`config.mk`:
```
export PLATFORM = sky130hd
export DESIGN_NAME = ssi_ctrl
export DESIGN_NICKNAME = d
export VERILOG_FILES = /design/src/rtl/core/ssi_pkg.sv /design/src/rtl/core/ssi_ctrl.sv
export SDC_FILE = /design/constraint.sdc
export NUM_CORES = 1
export LEC_CHECK = 0
export ABC_AREA = 1
export ABC_CLOCK_PERIOD_IN_PS = 2300
export BUFFER_PORTS_ARGS = -buffer_cell sky130_fd_sc_hd__buf_2
export CAP_MARGIN = 20
export CORE_AREA = 2 2 39 41
export DETAILED_ROUTE_END_ITERATION = 10
export DIE_AREA = 0 0 41 43
export SYNTH_ARGS = -nofsm -noshare
export SYNTH_HDL_FRONTEND = slang
export SYNTH_SLANG_ARGS = --single-unit
```
`constraint.sdc`:
```
create_clock -name clk -period 2.3 [get_ports clk]
set_input_delay 0.345 -clock clk [delete_from_list [all_inputs] [get_ports clk]]
set_output_delay 0.345 -clock clk [all_outputs]
set_load 0.02 [all_outputs]
```
`src/rtl/core/ssi_pkg.sv`:
```
`timescale 1ns / 1ps
// ----------------------------------------------------------------------------
// ssi_pkg
// Shared types and constants for the sorted set search and insert block.
// ----------------------------------------------------------------------------
package ssi_pkg;

  localparam int CAPACITY = 1024;
  localparam int IDX_W    = $clog2(CAPACITY);
  localparam int CNT_W    = IDX_W + 1;
  localparam int VAL_W    = 32;

  localparam logic [CNT_W-1:0] CAP_CNT = CNT_W'(CAPACITY);

  typedef struct packed {
    logic                    command;
    logic signed [VAL_W-1:0] value;
  } ssi_req_t;

  typedef struct packed {
    logic             found;
    logic [CNT_W-1:0] position;
    logic             inserted;
    logic             table_full;
    logic [CNT_W-1:0] entry_count;
  } ssi_res_t;

  typedef enum logic [3:0] {
    ST_IDLE,
    ST_SRCH_RD,
    ST_SRCH_CMP,
    ST_CHK_RD,
    ST_CHK_CMP,
    ST_DECIDE,
    ST_SHIFT,
    ST_STORE,
    ST_DONE
  } ssi_state_t;

  typedef struct packed {
    logic load;
    logic srch_rd;
    logic srch_cmp;
    logic chk_rd;
    logic chk_cmp;
    logic set_full;
    logic shift_init;
    logic shift_step;
    logic store;
    logic emit;
  } ssi_cmd_t;

  typedef struct packed {
    logic srch_done;
    logic ins_req;
    logic is_full;
    logic shift_last;
  } ssi_stat_t;

endpackage

```
`src/rtl/core/ssi_ctrl.sv`:
```
`timescale 1ns / 1ps
// ----------------------------------------------------------------------------
// ssi_ctrl
// Sequencer: search steps, presence check, insert shift and result emit.
// ----------------------------------------------------------------------------
module ssi_ctrl (
  input  logic              clk,
  input  logic              rst,
  input  logic              start,
  output logic              busy,
  input  ssi_pkg::ssi_stat_t stat,
  output ssi_pkg::ssi_cmd_t  cmd
);
  import ssi_pkg::*;

  ssi_state_t state, state_next;

  always_ff @(posedge clk) begin
    if (rst) begin
      state <= ST_IDLE;
    end else begin
      state <= state_next;
    end
  end

  always_comb begin
    state_next = state;
    cmd        = '0;
    busy       = 1'b1;
    case (state)
      ST_IDLE: begin
        busy = 1'b0;
        if (start) begin
          cmd.load   = 1'b1;
          state_next = ST_SRCH_RD;
        end
      end
      ST_SRCH_RD: begin
        if (stat.srch_done) begin
          state_next = ST_CHK_RD;
        end else begin
          cmd.srch_rd = 1'b1;
          state_next  = ST_SRCH_CMP;
        end
      end
      ST_SRCH_CMP: begin
        cmd.srch_cmp = 1'b1;
        state_next   = ST_SRCH_RD;
      end
      ST_CHK_RD: begin
        cmd.chk_rd = 1'b1;
        state_next = ST_CHK_CMP;
      end
      ST_CHK_CMP: begin
        cmd.chk_cmp = 1'b1;
        state_next  = ST_DECIDE;
      end
      ST_DECIDE: begin
        if (stat.ins_req && stat.is_full) begin
          cmd.set_full = 1'b1;
          state_next   = ST_DONE;
        end else if (stat.ins_req) begin
          cmd.shift_init = 1'b1;
          state_next     = ST_SHIFT;
        end else begin
          state_next = ST_DONE;
        end
      end
      ST_SHIFT: begin
        cmd.shift_step = 1'b1;
        if (stat.shift_last) begin
          state_next = ST_STORE;
        end
      end
      ST_STORE: begin
        cmd.store  = 1'b1;
        state_next = ST_DONE;
      end
      ST_DONE: begin
        cmd.emit   = 1'b1;
        state_next = ST_IDLE;
      end
      default: begin
        state_next = ST_IDLE;
      end
    endcase
  end

endmodule

```
# ---- Word level (Yosys, flattened, before mapping)
# Cells that the tools add are included.
dict set report totals {
  input_bits 7
  reg_bits 4
  output_inout_bits 11
  wordCells 35
}
dict set report classes {
  muxes 21
  eq_ne 10
  reduce_logical 3
}
# operator count
set op_table {}
lappend op_table {{$pmux 4 s8} 1}
lappend op_table {{$eq 4x3->1 const B} 4}
lappend op_table {{$mux 4} 4}
lappend op_table {{$mux 1} 15}
lappend op_table {{$eq 4x2->1 const B} 2}
lappend op_table {{$eq 4x1->1 const B} 1}
lappend op_table {{$eq 4x4->1 const B} 1}
lappend op_table {{$logic_not 4->1} 1}
lappend op_table {{$ne 2x2->1 const B} 2}
lappend op_table {{$mux 2} 1}
lappend op_table {{$reduce_and 2->1} 1}
lappend op_table {{$logic_and 1x1->1} 1}

# ---- Depth between registers and ports, before layout
dict set report depth {
  depth_word 3
  ltp_mapped 7
  ltp_nobuf 6
}

# ---- Worst setup path after synthesis
# No wires, ideal clock.
dict set report synth_timing {
  kind {register to output}
  from {reg state[2]}
  to {out cmd[8] (netlist bit)}
  arrival_time_ps 1183
  stages_incl_launch_ff 4
  path_buffers 0
  path_slack_ps 772
  required_ps 1955
  path_cell_list {dfxtp_1 nor2_2 inv_1 nor4_1}
}
# item line_no
set synth_lines {}
lappend synth_lines {{start, declared} ssi_ctrl.sv:16} ;# ssi_state_t state, state_next;
lappend synth_lines {{start signal, assigned} ssi_ctrl.sv:22} ;# state <= state_next;
lappend synth_lines {{end, declared} ssi_ctrl.sv:12} ;# output ssi_pkg::ssi_cmd_t cmd

==> metrics.csv <==
stage,metric,value,unit
outcome,outcome,"finished, final reports clean",
pwr,power share of the clock group,37.9,%
die,Die Ht,43,um
pwr,P_int,0.154,mW
cells_and_area,layout cell share with drive strength beyond 1,39.7,%
yosys,"EDFF count, synth",0,
global_routing,vias in the first global route,353,
job,Max Cap Violations,0,
cells_and_area,"most common cell after layout, fill and taps aside",buf_2,
yosys,syn nets,56,
hold_path,WHS Endpoint,state[3],
timing,# setup viols final,0,
cells_and_area,max reg flops,4,
die,core area,0.00138,mm2
yosys,sequential share of the synthesized area,26.6,%
die,Initial Util,21.8,%
global_routing,largest net degree at the start of global routing,9,
routing,drt wl/cell,9.18,um
pwr,VDD IR max,0.000235,V
routing,via count,362,
critical_path,"CP delay by family, top",simple AND/OR/NAND/NOR gates,
pwr,switching power total,0.0749,mW
timing,Worst Slack Setup Final,0.615,ns
cells_and_area,Final Net Count,77,
timing,Slew headroom,81.7,%
timing,max-slew violations,0,
cts,cts hold-fix bufs,0,
timing,Worst-Margin Slew,0.273,ns
cts,H-tree levels,1,
timing,Final period util,73.3,%
critical_path,crit end category,output port,
cts,clock sinks,4,
yosys,Synth cell types,17,
cts,Max Root-Sink Buffers,2,
yosys,Synth Flop Type,dfxtp_1,
critical_path,flop2flop setup slack,1.18,ns
cells_and_area,Fillers,158,
routing,Vias per Instance,4.31,
cells_and_area,most frequent cells in the layout,"buf_2, inv_1, nor2_1, nand2_1, nand3_1",
hold_path,Hold Startpoint,rst,
critical_path,FF-to-FF End,state[1],
pwr,Pwr per Cell Area,544,mW/mm2
critical_path,crit path DAT,1.34,ns
yosys,Simple-Gate Fraction of Synth Area,44.4,%
yosys,post-synthesis xor/xnor area fraction,0,%
yosys,post-synthesis adder-cell area fraction,0,%
cells_and_area,n_diodes,0,
place,Post-DP HPWL,603,um
yosys,largest cells by area after synthesis,"dfxtp_1, inv_1, nand3_1",
die,site row count,14,
routing,Total Routed Length,771,um
critical_path,Worst EP required,1.96,ns
routing,DRT iter0 DRCs,9,
yosys,combinational family with the most area after synthesis,simple AND/OR/NAND/NOR gates,
cells_and_area,footprint of the multi-input gates,165,um2
global_routing,GRT Total Usage,11.1,%
global_routing,met1 Use GR,13.8,%
place,dpl ws,0.855,ns
yosys,flop and latch count out of synthesis,4,
critical_path,Setup crit start kind,flop,
yosys,Post-Synthesis Cells,49,
yosys,mapped cell area,302,um2
cts,Post-CTS Setup Repair Bufs,0,
routing,DR pass1 iterations,4,
hold_path,Worst Hold Class,in2reg,
cells_and_area,Top reg by flops,state,
critical_path,R2R cell count,6,
global_routing,met2 Use GR,15.3,%
yosys,async set-reset flop share out of synthesis,0,%
yosys,Synthesis Warnings,0,
cts,CTS clock-pin slew for the worst setup and hold paths,0.04,ns
die,# IOs,18,
global_routing,grt peak-use layer,met2,
cts,TritonCTS buffer count,3,
critical_path,CP Cell Sequence,inv_1 -> nor2_2 -> and2_2 -> and3_1 -> buf_2,
cts,Clock Latency Late Sink,0.23,ns
timing,setup TNS,0,ns
critical_path,CP peak stage delay,0.35,ns
pwr,combinational power share,26.2,%
global_routing,initial antenna violation count,0,
timing,worst clock skew,0.00224,ns
place,PortBufs,17,
critical_path,Crit. path cell count,5,
hold_path,hold path cells,2,
timing,"Hold Vio Cnt, Final",0,
cts,CTS tree,built,
cells_and_area,P&R area growth vs syn,39.8,%
critical_path,CP Buf/Inv Count,2,
global_routing,Congestion Overflow GR,0,
cells_and_area,Storage cell area,80.1,um2
global_routing,met3 Use GR,3.66,%
pwr,leakage power,0.288,nW
place,GPL Wtd Cong,0.784,
pwr,Net Sw Frac,32.7,%
routing,Routed Antenna Nets,0,
routing,drt drc,0,
critical_path,slowest CP cell,dfxtp_1,
yosys,compound-cell area share of the yosys netlist,10.4,%
cts,post-cts sizing count,0,
global_routing,first-pass GRT wire length,1330,um
critical_path,largest fanout on the critical path,6,
critical_path,origin of the worst setup path,state[2],
die,area of the die,0.00176,mm2
pwr,Reg power frac,36.0,%
timing,RSZ-0062 raised after global routing,no,
critical_path,CP Class,reg2out,
yosys,syn_area_per_cell,6.15,um2
timing,fin crit period,1.69,ns
cells_and_area,top flop regs,state (4),
critical_path,Reg2Reg Launch Point,state[1],
timing,Max Freq,593,MHz
yosys,post-synthesis mux area share,0,%
die,Die Wd,41,um
yosys,Yosys top cell area share,26.6,%
yosys,cell taking the most area after synthesis,dfxtp_1,
cts,CTS root buf,clkbuf_4,
synth_stat cells, types with 2 or more instances:
cell	n
nor4_1	2
nor3_1	3
inv_1	12
dfxtp_1	4
nand2_1	5
nor2_1	6
nor2_2	3
nand3_1	5
logic make-up after synthesis:
group           after synthesis
flops                         4
simple gates                 27
compound gates                4
buf+inv                      14
how the worst max path moves through the flow:
stage	endpoint	slack [ns]
after CTS	cmd[4]	0.60
after global routing	cmd[4]	0.49
after detailed placement	cmd[4]	0.86
after global placement	cmd[4]	0.84
final	cmd[4]	0.61
after floorplan	cmd[8]	0.77
cell type report:
cell class | count | area share (%)
flip-flops and latches | 4 | 19.0
inverters | 13 | 11.6
repair buffers | 17 | 20.2
clock buffers | 3 | 5.34
multi-input cells | 31 | 39.2
well taps | 16 | 4.75
power groups by stage:
stage	registers, mW	logic [mW]	clock network (mW)
after CTS	0.0823	0.0601	0.0900
after global placement	0.0830	0.0588	0
after detailed placement	0.0834	0.0594	0
final	0.0824	0.0600	0.0869
after global routing	0.0830	0.0674	0.0976
after floorplan	0.0794	0.0443	0
worst register-to-register path: stages (launching register included):
cell,delay [ns]
dfxtp_1,0.46
inv_1,0.12
nor2_1,0.15
nand2_1,0.08
nand2_1,0.11
o21bai_1,0.08
inv_1,0.06
metal layers:
| metal | part of all wire (%) | vias to the layer above |
|---|---|---|
| li1 | - | 191 |
| met1 | 47 | 150 |
| met2 | 44 | 21 |
| met3 | 8.6 | 0 |
| met4 | 0 | 0 |
| met5 | 0 | - |
stage by stage:
stage / instances / hold slack [ns] / area, um2 / power (mW) / utilization [%]
3_5_place_dp: 81 / 0.552 / 399 / 0.143 / 28.8
3_3_place_gp: 81 / 0.551 / 399 / 0.142 / 28.8
2_1_floorplan: 49 / 0.407 / 302 / 0.124 / -
6_report: 84 / 0.319 / 422 / 0.229 / 30.5
4_1_cts: 84 / 0.309 / 422 / 0.232 / 30.5
5_1_grt: 84 / 0.320 / 422 / 0.248 / 30.5
Note: power is estimated with default switching activity, not from simulation.
